`config.mk`:
```
export PLATFORM = sky130hd
export DESIGN_NAME = gamepad_poll_frame_decoder_flat
export DESIGN_NICKNAME = d
export VERILOG_FILES = /design/src/rtl/core/gpfd_pkg.sv /design/src/rtl/core/gpfd_if.sv /design/src/rtl/core/gpfd_stick.sv /design/src/rtl/core/gpfd_core.sv /design/src/rtl/core/gamepad_poll_frame_decoder.sv /design/src/flat_wrapper.sv
export SDC_FILE = /design/constraint.sdc
export NUM_CORES = 1
export LEC_CHECK = 0
export BUFFER_PORTS_ARGS = -buffer_cell sky130_fd_sc_hd__buf_2
export CORE_MARGIN = 2
export CORE_UTILIZATION = 31
export DETAILED_ROUTE_END_ITERATION = 12
export PLACE_DENSITY = 0.47
export SYNTH_ARGS = -nofsm -noshare
export SYNTH_HDL_FRONTEND = slang
export SYNTH_SLANG_ARGS = --single-unit
```
`constraint.sdc`:
```
create_clock -name clk -period 4.6 [get_ports clk]
set_input_delay 0 -clock clk [delete_from_list [all_inputs] [get_ports clk]]
set_output_delay 0 -clock clk [all_outputs]
set_load 0.01 [all_outputs]
```
`src/rtl/core/gpfd_pkg.sv`:
```
`default_nettype none

package gpfd_pkg;

	// Frame layout.
	localparam int DATA_BYTES = 6;
	localparam int POS_W = 4;
	localparam int BYTE_W = 8;
	localparam int BTN_W = 16;
	localparam int DZ_W = 7;

	// Only the data bytes ahead of the last one are held; the last one is used directly.
	localparam int FB_DEPTH = DATA_BYTES - 1;
	localparam int FB_IDX_W = $clog2(FB_DEPTH);

	localparam logic [POS_W-1:0] POS_MODE = POS_W'(1);
	localparam logic [POS_W-1:0] POS_ACK = POS_W'(2);
	localparam logic [POS_W-1:0] FIRST_DATA_POS = POS_W'(3);
	localparam logic [POS_W-1:0] LAST_DATA_POS = POS_W'(3 + DATA_BYTES - 1);
	localparam logic [POS_W-1:0] POS_MAX = POS_W'(15);

	localparam logic [BYTE_W-1:0] ACK_BYTE = 8'h5A;
	localparam logic [BYTE_W-1:0] RED_MODE_ID = 8'h73;
	localparam logic [DZ_W-1:0] DEAD_ZONE_RESET = 7'd3;

	// Result status codes.
	localparam logic STATUS_OK = 1'b0;
	localparam logic STATUS_BAD_ACK = 1'b1;

	// One decoded result.
	typedef struct packed {
		logic status;
		logic [BTN_W-1:0] buttons;
		logic signed [BYTE_W-1:0] right_x;
		logic signed [BYTE_W-1:0] right_y;
		logic signed [BYTE_W-1:0] left_x;
		logic signed [BYTE_W-1:0] left_y;
		logic red_mode;
	} result_t;

	// What the frame core hands to the output stage.
	typedef struct packed {
		logic valid;
		result_t data;
	} core_res_t;

endpackage

`default_nettype wire

```
`src/rtl/core/gpfd_if.sv`:
```
`default_nettype none

// Received byte channel.
interface gpfd_in_if;
	logic valid;
	logic ready;
	logic [gpfd_pkg::BYTE_W-1:0] rx_byte;
	logic frame_start;

	modport source (output valid, output rx_byte, output frame_start, input ready);
	modport sink (input valid, input rx_byte, input frame_start, output ready);
endinterface

// Decoded frame channel.
interface gpfd_out_if;
	logic valid;
	logic ready;
	logic status;
	logic [gpfd_pkg::BTN_W-1:0] buttons;
	logic signed [gpfd_pkg::BYTE_W-1:0] right_x;
	logic signed [gpfd_pkg::BYTE_W-1:0] right_y;
	logic signed [gpfd_pkg::BYTE_W-1:0] left_x;
	logic signed [gpfd_pkg::BYTE_W-1:0] left_y;
	logic red_mode;

	modport source (output valid, output status, output buttons, output right_x,
		output right_y, output left_x, output left_y, output red_mode, input ready);
	modport sink (input valid, input status, input buttons, input right_x,
		input right_y, input left_x, input left_y, input red_mode, output ready);
endinterface

`default_nettype wire

```
`src/rtl/core/gpfd_stick.sv`:
```
`default_nettype none

module gpfd_stick (
	input  logic [gpfd_pkg::BYTE_W-1:0] raw,
	input  logic y_axis,
	input  logic [gpfd_pkg::DZ_W-1:0] dead_zone,
	output logic signed [gpfd_pkg::BYTE_W-1:0] value
);

	logic [gpfd_pkg::BYTE_W-1:0] centered;
	logic [gpfd_pkg::BYTE_W-1:0] mag;

	// X is raw minus 128; Y is 127 minus raw, which is the X value bitwise inverted.
	assign centered = y_axis ? {raw[7], ~raw[6:0]} : {~raw[7], raw[6:0]};

	// Magnitude fits in eight unsigned bits, including 128 for the most negative value.
	assign mag = centered[7] ? (~centered + 8'd1) : centered;

	// Small deflections are reported as rest.
	assign value = (mag < {1'b0, dead_zone}) ? '0 : $signed(centered);

endmodule

`default_nettype wire

```
`src/rtl/core/gpfd_core.sv`:
```
`default_nettype none

module gpfd_core (
	input  logic clk,
	input  logic arst_n,
	gpfd_in_if.sink in_ch,
	input  logic [gpfd_pkg::DZ_W-1:0] dead_zone,
	input  logic load_ok,
	output gpfd_pkg::core_res_t res
);

	// Input register.
	logic valid_s1;
	logic [gpfd_pkg::BYTE_W-1:0] rx_byte_s1;
	logic frame_start_s1;

	// Frame state.
	logic [gpfd_pkg::POS_W-1:0] byte_position_q;
	logic frame_dropped_q;
	logic [gpfd_pkg::BYTE_W-1:0] mode_id_q;
	logic [gpfd_pkg::BYTE_W-1:0] frame_bytes_q [gpfd_pkg::FB_DEPTH];
	logic [gpfd_pkg::BTN_W-1:0] previous_buttons_q;
	logic [gpfd_pkg::BTN_W-1:0] agreed_buttons_q;

	logic accept;
	logic advance;
	logic fire;
	logic [gpfd_pkg::POS_W-1:0] pos;
	logic [gpfd_pkg::POS_W-1:0] pos_next;
	logic dropped_eff;
	logic is_mode;
	logic ack_bad;
	logic in_data;
	logic is_last;
	logic [gpfd_pkg::FB_IDX_W-1:0] fb_idx;
	logic [gpfd_pkg::BTN_W-1:0] cur_buttons;
	logic [gpfd_pkg::BTN_W-1:0] agreed_next;
	logic signed [gpfd_pkg::BYTE_W-1:0] rx_val;
	logic signed [gpfd_pkg::BYTE_W-1:0] ry_val;
	logic signed [gpfd_pkg::BYTE_W-1:0] lx_val;
	logic signed [gpfd_pkg::BYTE_W-1:0] ly_val;

	// The held byte moves on unless its result cannot be loaded yet.
	assign advance = !res.valid || load_ok;
	assign fire = valid_s1 && advance;
	assign in_ch.ready = !valid_s1 || advance;
	assign accept = in_ch.valid && in_ch.ready;

	always_ff @(posedge clk or negedge arst_n) begin
		if (!arst_n) begin
			valid_s1 <= 1'b0;
		end else if (accept) begin
			valid_s1 <= 1'b1;
		end else if (advance) begin
			valid_s1 <= 1'b0;
		end
	end

	always_ff @(posedge clk) begin
		if (accept) begin
			rx_byte_s1 <= in_ch.rx_byte;
			frame_start_s1 <= in_ch.frame_start;
		end
	end

	// Byte position and the classification of the held byte.
	assign pos = frame_start_s1 ? '0 : byte_position_q;
	assign pos_next = (pos == gpfd_pkg::POS_MAX) ? pos : pos + 1'b1;
	assign dropped_eff = frame_start_s1 ? 1'b0 : frame_dropped_q;
	assign is_mode = (pos == gpfd_pkg::POS_MODE);
	assign ack_bad = (pos == gpfd_pkg::POS_ACK) && (rx_byte_s1 != gpfd_pkg::ACK_BYTE);
	assign in_data = !dropped_eff && (pos >= gpfd_pkg::FIRST_DATA_POS)
		&& (pos <= gpfd_pkg::LAST_DATA_POS);
	assign is_last = in_data && (pos == gpfd_pkg::LAST_DATA_POS);
	assign fb_idx = gpfd_pkg::FB_IDX_W'(pos - gpfd_pkg::FIRST_DATA_POS);

	// Buttons are active low on the wire; the first button byte is the low half.
	assign cur_buttons = ~{frame_bytes_q[1], frame_bytes_q[0]};
	assign agreed_next = (cur_buttons == previous_buttons_q) ? cur_buttons : agreed_buttons_q;

	// Stick conversion; the left Y byte is the one arriving now.
	gpfd_stick u_right_x (.raw(frame_bytes_q[2]), .y_axis(1'b0), .dead_zone(dead_zone),
		.value(rx_val));
	gpfd_stick u_right_y (.raw(frame_bytes_q[3]), .y_axis(1'b1), .dead_zone(dead_zone),
		.value(ry_val));
	gpfd_stick u_left_x (.raw(frame_bytes_q[4]), .y_axis(1'b0), .dead_zone(dead_zone),
		.value(lx_val));
	gpfd_stick u_left_y (.raw(rx_byte_s1), .y_axis(1'b1), .dead_zone(dead_zone),
		.value(ly_val));

	// Result toward the output register.
	always_comb begin
		res.valid = valid_s1 && (ack_bad || is_last);
		res.data.red_mode = (mode_id_q == gpfd_pkg::RED_MODE_ID);
		if (ack_bad) begin
			res.data.status = gpfd_pkg::STATUS_BAD_ACK;
			res.data.buttons = agreed_buttons_q;
			res.data.right_x = '0;
			res.data.right_y = '0;
			res.data.left_x = '0;
			res.data.left_y = '0;
		end else begin
			res.data.status = gpfd_pkg::STATUS_OK;
			res.data.buttons = agreed_next;
			res.data.right_x = rx_val;
			res.data.right_y = ry_val;
			res.data.left_x = lx_val;
			res.data.left_y = ly_val;
		end
	end

	// Frame state update when the held byte moves on.
	always_ff @(posedge clk or negedge arst_n) begin
		if (!arst_n) begin
			byte_position_q <= '0;
			frame_dropped_q <= 1'b0;
			mode_id_q <= '0;
			previous_buttons_q <= '0;
			agreed_buttons_q <= '0;
		end else if (fire) begin
			byte_position_q <= pos_next;
			frame_dropped_q <= ack_bad ? 1'b1 : dropped_eff;
			if (is_mode) begin
				mode_id_q <= rx_byte_s1;
			end
			if (is_last) begin
				previous_buttons_q <= cur_buttons;
				agreed_buttons_q <= agreed_next;
			end
		end
	end

	// Data bytes ahead of the last one.
	always_ff @(posedge clk) begin
		if (fire && in_data && !is_last) begin
			frame_bytes_q[fb_idx] <= rx_byte_s1;
		end
	end

	// A result comes only from an acknowledge byte or the last data byte.
	assert property (@(posedge clk) disable iff (!arst_n)
		res.valid |-> (pos == gpfd_pkg::POS_ACK || pos == gpfd_pkg::LAST_DATA_POS))
		else $error("result raised at a position that cannot produce one");

	// A new frame always clears the dropped flag.
	assert property (@(posedge clk) disable iff (!arst_n)
		(fire && frame_start_s1) |=> !frame_dropped_q)
		else $error("frame start did not clear the dropped flag");

	// After any byte is consumed the next position is never the frame's first byte.
	assert property (@(posedge clk) disable iff (!arst_n)
		fire |=> (byte_position_q != '0))
		else $error("position count wrapped to zero");

	// A held byte whose result is blocked stays put.
	assert property (@(posedge clk) disable iff (!arst_n)
		(valid_s1 && !advance) |=> (valid_s1 && $stable(rx_byte_s1)
			&& $stable(byte_position_q)))
		else $error("stalled byte or frame state changed");

endmodule

`default_nettype wire

```
`src/rtl/core/gamepad_poll_frame_decoder.sv`:
```
// Gamepad poll frame decoder.
// in_ch carries the bytes of one controller poll, one byte per transfer; frame_start
// marks the first byte of a frame. Byte 1 is the mode ID, byte 2 the acknowledge
// byte, and six data bytes follow: two button bytes, then right X, right Y, left X,
// left Y. out_ch carries one transfer per frame on its last data byte, or one error
// transfer (status set, sticks zero) on a bad acknowledge byte.
// cfg_wr_en / cfg_wr_data write the stick dead zone; write it only while idle.
// A byte accepted from in_ch sits in the input register; its result is then loaded
// into the output register, from which out_ch takes it. One byte is accepted every
// cycle while no byte that makes a result waits in the input register.
// The output register decouples the two sides: while a result waits, bytes that
// make no result keep flowing, and a byte that makes a result waits in the input
// register until the output register frees, which then back-pressures in_ch.
// Reset clears the position count, mode ID, button history and dead zone (to 3);
// the first byte after reset counts as byte 0 of a frame.
`default_nettype none

module gamepad_poll_frame_decoder (
	input  logic clk,
	input  logic arst_n,
	gpfd_in_if.sink in_ch,
	gpfd_out_if.source out_ch,
	input  logic cfg_wr_en,
	input  logic [gpfd_pkg::DZ_W-1:0] cfg_wr_data
);

	logic [gpfd_pkg::DZ_W-1:0] dead_zone_q;
	logic out_valid_q;
	gpfd_pkg::result_t out_q;
	gpfd_pkg::core_res_t res;
	logic load_ok;

	// Dead zone register.
	always_ff @(posedge clk or negedge arst_n) begin
		if (!arst_n) begin
			dead_zone_q <= gpfd_pkg::DEAD_ZONE_RESET;
		end else if (cfg_wr_en) begin
			dead_zone_q <= cfg_wr_data;
		end
	end

	gpfd_core u_core (
		.clk(clk),
		.arst_n(arst_n),
		.in_ch(in_ch),
		.dead_zone(dead_zone_q),
		.load_ok(load_ok),
		.res(res)
	);

	// Output register.
	assign load_ok = !out_valid_q || out_ch.ready;

	always_ff @(posedge clk or negedge arst_n) begin
		if (!arst_n) begin
			out_valid_q <= 1'b0;
		end else if (load_ok) begin
			out_valid_q <= res.valid;
		end
	end

	always_ff @(posedge clk) begin
		if (load_ok && res.valid) begin
			out_q <= res.data;
		end
	end

	assign out_ch.valid = out_valid_q;
	assign out_ch.status = out_q.status;
	assign out_ch.buttons = out_q.buttons;
	assign out_ch.right_x = out_q.right_x;
	assign out_ch.right_y = out_q.right_y;
	assign out_ch.left_x = out_q.left_x;
	assign out_ch.left_y = out_q.left_y;
	assign out_ch.red_mode = out_q.red_mode;

	// An error result never carries stick values.
	assert property (@(posedge clk) disable iff (!arst_n)
		(out_valid_q && out_q.status == gpfd_pkg::STATUS_BAD_ACK)
			|-> (out_q.right_x == '0 && out_q.right_y == '0
				&& out_q.left_x == '0 && out_q.left_y == '0))
		else $error("error result carries stick values");

endmodule

`default_nettype wire
```
`src/flat_wrapper.sv`:
```
// flat-port wrapper written by rule: the top's interface ports become plain ports
module gamepad_poll_frame_decoder_flat 
  (clk, arst_n, cfg_wr_en, cfg_wr_data, in_ch_valid, in_ch_rx_byte, in_ch_frame_start, in_ch_ready, out_ch_valid, out_ch_status, out_ch_buttons, out_ch_right_x, out_ch_right_y, out_ch_left_x, out_ch_left_y, out_ch_red_mode, out_ch_ready);
  gpfd_in_if in_ch_i ();
  gpfd_out_if out_ch_i ();
  input  logic clk;
  input  logic arst_n;
  input  logic cfg_wr_en;
  input  logic [gpfd_pkg::DZ_W-1:0] cfg_wr_data;
  input wire logic [$bits(in_ch_i.valid)-1:0] in_ch_valid;
  input wire logic [$bits(in_ch_i.rx_byte)-1:0] in_ch_rx_byte;
  input wire logic [$bits(in_ch_i.frame_start)-1:0] in_ch_frame_start;
  output wire logic [$bits(in_ch_i.ready)-1:0] in_ch_ready;
  output wire logic [$bits(out_ch_i.valid)-1:0] out_ch_valid;
  output wire logic [$bits(out_ch_i.status)-1:0] out_ch_status;
  output wire logic [$bits(out_ch_i.buttons)-1:0] out_ch_buttons;
  output wire logic [$bits(out_ch_i.right_x)-1:0] out_ch_right_x;
  output wire logic [$bits(out_ch_i.right_y)-1:0] out_ch_right_y;
  output wire logic [$bits(out_ch_i.left_x)-1:0] out_ch_left_x;
  output wire logic [$bits(out_ch_i.left_y)-1:0] out_ch_left_y;
  output wire logic [$bits(out_ch_i.red_mode)-1:0] out_ch_red_mode;
  input wire logic [$bits(out_ch_i.ready)-1:0] out_ch_ready;
  assign in_ch_i.valid = in_ch_valid;
  assign in_ch_i.rx_byte = in_ch_rx_byte;
  assign in_ch_i.frame_start = in_ch_frame_start;
  assign in_ch_ready = in_ch_i.ready;
  assign out_ch_valid = out_ch_i.valid;
  assign out_ch_status = out_ch_i.status;
  assign out_ch_buttons = out_ch_i.buttons;
  assign out_ch_right_x = out_ch_i.right_x;
  assign out_ch_right_y = out_ch_i.right_y;
  assign out_ch_left_x = out_ch_i.left_x;
  assign out_ch_left_y = out_ch_i.left_y;
  assign out_ch_red_mode = out_ch_i.red_mode;
  assign out_ch_i.ready = out_ch_ready;
  gamepad_poll_frame_decoder u_core (.clk(clk), .arst_n(arst_n), .in_ch(in_ch_i), .out_ch(out_ch_i), .cfg_wr_en(cfg_wr_en), .cfg_wr_data(cfg_wr_data));
endmodule
```
==> reports/qor.csv <==
stage;metric;value;unit
clocking;Root Driver;clkbuf_16;
power_and_ir_drop;Int Power;2530;µW
worst_setup_path;worst path required time;4.73;ns
clocking;CTS Sinks;153;
final_layout;P&R area growth vs syn;23.7;%
power_and_ir_drop;switching power;818;µW
final_layout;fin nets;691;
clocking;worst skew pair latency;0.42;ns
sta;RSZ-0062 raised after global routing;false;
power_and_ir_drop;switching portion of total power;0.244;
drt;Detailed Routing Iterations Pass 1;4;
global_routing;Total GRT Usage;0.139;
logic_synthesis;XOR/XNOR share of the synthesized area;0.0463;
floorplanning;die area;0.0232;mm²
clocking;Clock Path Buffers;2;
place;Placer Congestion;0.816;
global_routing;global-route wire length before repair;25100;µm
final_layout;share of cells above drive strength 1;0.208;
logic_synthesis;number of synthesized flops with an enable pin;99;
power_and_ir_drop;leakage power;0.00324;µW
clocking;Post-CTS Setup Inserts;0;
clocking;# H-tree levels;4;
logic_synthesis;Post-Syn Instances;520;
sta;Final Setup Violations;0;
place;area of placed instances;0.00755;mm²
global_routing;grt ovf;0;
sta;final hold violation count;0;
logic_synthesis;async set-reset flop share out of synthesis;0.353;
final_layout;cell area after layout;0.00843;mm²
floorplanning;CORE AREA;0.0217;mm²
worst_setup_path;Crit Path Max Fanout;8;
worst_setup_path;crit path launch type;register;
clocking;Worst-path clk slew;0.07;ns
final_layout;ant diodes;0;
sta;Slew @ Worst Pin;1.14;ns
worst_setup_path;WS Path Type;reg2reg;
place;hpwl dp;10200;µm
sta;Slew headroom;0.228;
drt;total number of vias;4288;
sta;min cycle time layout;2.93;ns
drt;DRC viols;0;
power_and_ir_drop;Max VDD drop;0.000238;V
logic_synthesis;Mean Syn Cell Area;13.1;µm²
floorplanning;initial core utilization;0.314;
worst_setup_path;crit-path cells;ha_1 > nand2_1 > o21ai_0 > xor2_1 > ha_1 > nand4_1 > o21ai_0 > o41ai_1 > nor2_1;
logic_synthesis;Yosys Warn Count;0;
status;status;complete, no violations;
logic_synthesis;Synth Area in Compound Gates;0.0721;
sta;setup_tns;0;ns
sta;Setup WS post-layout;1.67;ns
drt;Vias/cell;4.59;
power_and_ir_drop;combinational share of power;0.101;
logic_synthesis;mux cell area share after synthesis;0.0650;
logic_synthesis;Main synth FF type;edfxtp_1;
floorplanning;die height;152;µm
global_routing;vias in the first global route;4505;
logic_synthesis;Yosys cell types;48;
drt;DRT Wirelength;15100;µm
floorplanning;num ports;73;
logic_synthesis;largest family of logic cells by synthesized area;simple AND/OR/NAND/NOR gates;
floorplanning;Chip Width;152;µm
sta;clock skew;0.0143;ns
logic_synthesis;Synth Area in Adders;0.0532;
clocking;CTS tree;done;
worst_setup_path;slowest cell on the critical path;o41ai_1;
power_and_ir_drop;sequential share of power;0.497;
floorplanning;Rows;54;
logic_synthesis;simple-gate share of the synthesized area;0.0980;
logic_synthesis;synthesized flop and latch total;153;
worst_setup_path;buffer and inverter count on the worst path;0;
run;max-cap viol count;0;
sta;Final Slew Violations;0;
final_layout;commonest non-fill, non-tap cell in the layout;edfxtp_1;
global_routing;pin count of the biggest net entering global routing;55;
place;# port buffers;72;
logic_synthesis;Syn Nets;570;
worst_setup_path;delay-heaviest family, CP;compound AO/OA/AOI/OAI gates;
drt;DRT iter0 DRCs;250;
power_and_ir_drop;Pwr Density;398;mW/mm²
logic_synthesis;area of the mapped netlist;0.00682;mm²
global_routing;initial antenna violation count;0;
worst_setup_path;Worst EP arrival;3.06;ns
sta;fmax;0.341;GHz
power_and_ir_drop;Clock power frac;0.402;
final_layout;# fillers;2092;
final_layout;most frequent cells in the layout;99 x edfxtp_1, 72 x buf_2, 52 x dfrtp_1, 38 x inv_1, 37 x nand2_1;
worst_hold_path;Hold WC Path Type;in2reg;
place;post-place setup slack;1.64;ns
drt;Routed wire per std cell;16.2;µm
sta;crit share post-route;0.637;
drt;Post-DRT Antenna Nets;0;
clocking;Num CTS Buffers;17;
clocking;hold_buf cts;31;
logic_synthesis;sequential element share of the synthesized area;0.635;
worst_setup_path;crit end category;register;
clocking;CTS resizes;0;
worst_setup_path;largest stage delay on the critical path;1.01;ns
synth_stat cells, drive strengths merged (7+ instances only):
cell type   n  share of area
a21oi      15          0.012
a31oi       9         0.0083
ha         29          0.053
nor3       15          0.012
nand2      37          0.020
dfrtp      52           0.19
mux2i      33          0.048
nor3b       8         0.0088
nor2       31          0.019
xnor2      22          0.028
nand2b      7         0.0064
mux2       10          0.017
xor2       14          0.018
clkbuf      8         0.0044
nand4       7         0.0064
o21ai      38          0.030
nor4       10         0.0092
edfxtp     99           0.44
inv        38          0.021
power groups by stage:
stage / combinational [µW] / sequential [µW] / clock [µW]
detailed placement: 320 / 1690 / 0
floorplan: 233 / 1670 / 0
global placement: 311 / 1690 / 0
global route: 392 / 1680 / 1440
finish: 339 / 1670 / 1350
CTS: 346 / 1670 / 1380
through the flow:
| stage | hold slack (ns) | utilization | std cells | total power [µW] |
|---|---|---|---|---|
| final | 0.0856 | 0.389 | 934 | 3350 |
| after global routing | 0.156 | 0.389 | 934 | 3510 |
| after CTS | 0.0799 | 0.389 | 934 | 3390 |
| after global placement | 0.177 | 0.348 | 871 | 2000 |
| after floorplan | -0.296 | - | 520 | 1900 |
| after detailed placement | 0.178 | 0.348 | 871 | 2010 |
path summary, 6_finish.rpt:
check                                             startpoint                                  to  slack [ns]  cells past startpoint
setup / recovery           u_core.u_core.frame_bytes_q[3][0]            u_core.out_ch.right_y[0]        1.67                      9
hold / removal                                  out_ch_ready                 u_core.out_ch.valid        0.09                      3
setup reg to reg           u_core.u_core.frame_bytes_q[3][0]            u_core.out_ch.right_y[0]        1.67                      9
hold reg to reg                   u_core.u_core.mode_id_q[0]          u_core.u_core.mode_id_q[0]        0.49                      2
max in group asynchronous                             arst_n  u_core.u_core.agreed_buttons_q[14]        3.84                      3
min in group asynchronous                             arst_n   u_core.u_core.agreed_buttons_q[5]        0.25                      3
tightest hold or removal path: stages:
cell and delay, ns:
buf_2 0.09, nand2b_1 0.25, o21ai_0 0.13
routing by layer:
metal | up-vias | global-route usage | share of wire
met5 | - | 0 | 0
met4 | 0 | 0.0392 | 0.011
met3 | 14 | 0.0341 | 0.039
met2 | 82 | 0.213 | 0.46
met1 | 2073 | 0.196 | 0.49
li1 | 2119 | - | -
kinds of logic after synthesis:
kind of cell | Yosys count
XOR/XNOR | 36
adder cells (fa/ha/maj) | 29
flip-flops | 153
AO/OA/AOI/OAI | 78
multiplexers | 43
buffers and inverters | 50
AND/OR/NAND/NOR | 131
area by class of cell:
class | count | area [µm²] | area share
Sequential cell | 153 | 4330 | 0.513
Multi-Input combinational cell | 317 | 2290 | 0.271
Timing Repair Buffer | 114 | 753 | 0.0894
Clock buffer | 22 | 475 | 0.0564
Tap cell | 280 | 350 | 0.0416
Inverter | 38 | 143 | 0.0169
Clock inverter | 10 | 92.6 | 0.0110
sequential cells by signal (all words and copies together), names as in the netlist, 4 cells and up:
name                              cells
u_core.out_ch.left_y                  8
u_core.u_core.mode_id_q               8
u_core.out_ch.buttons                16
u_core.out_ch.right_x                 8
u_core.out_ch.left_x                  8
u_core.u_core.agreed_buttons_q       16
u_core.u_core.byte_position_q         4
u_core.out_ch.right_y                 8
u_core.dead_zone_q                    7
u_core.u_core.previous_buttons_q     16
u_core.u_core.frame_bytes_q          40
u_core.u_core.rx_byte_s1              8
Note: power is estimated with default switching activity, not from simulation.
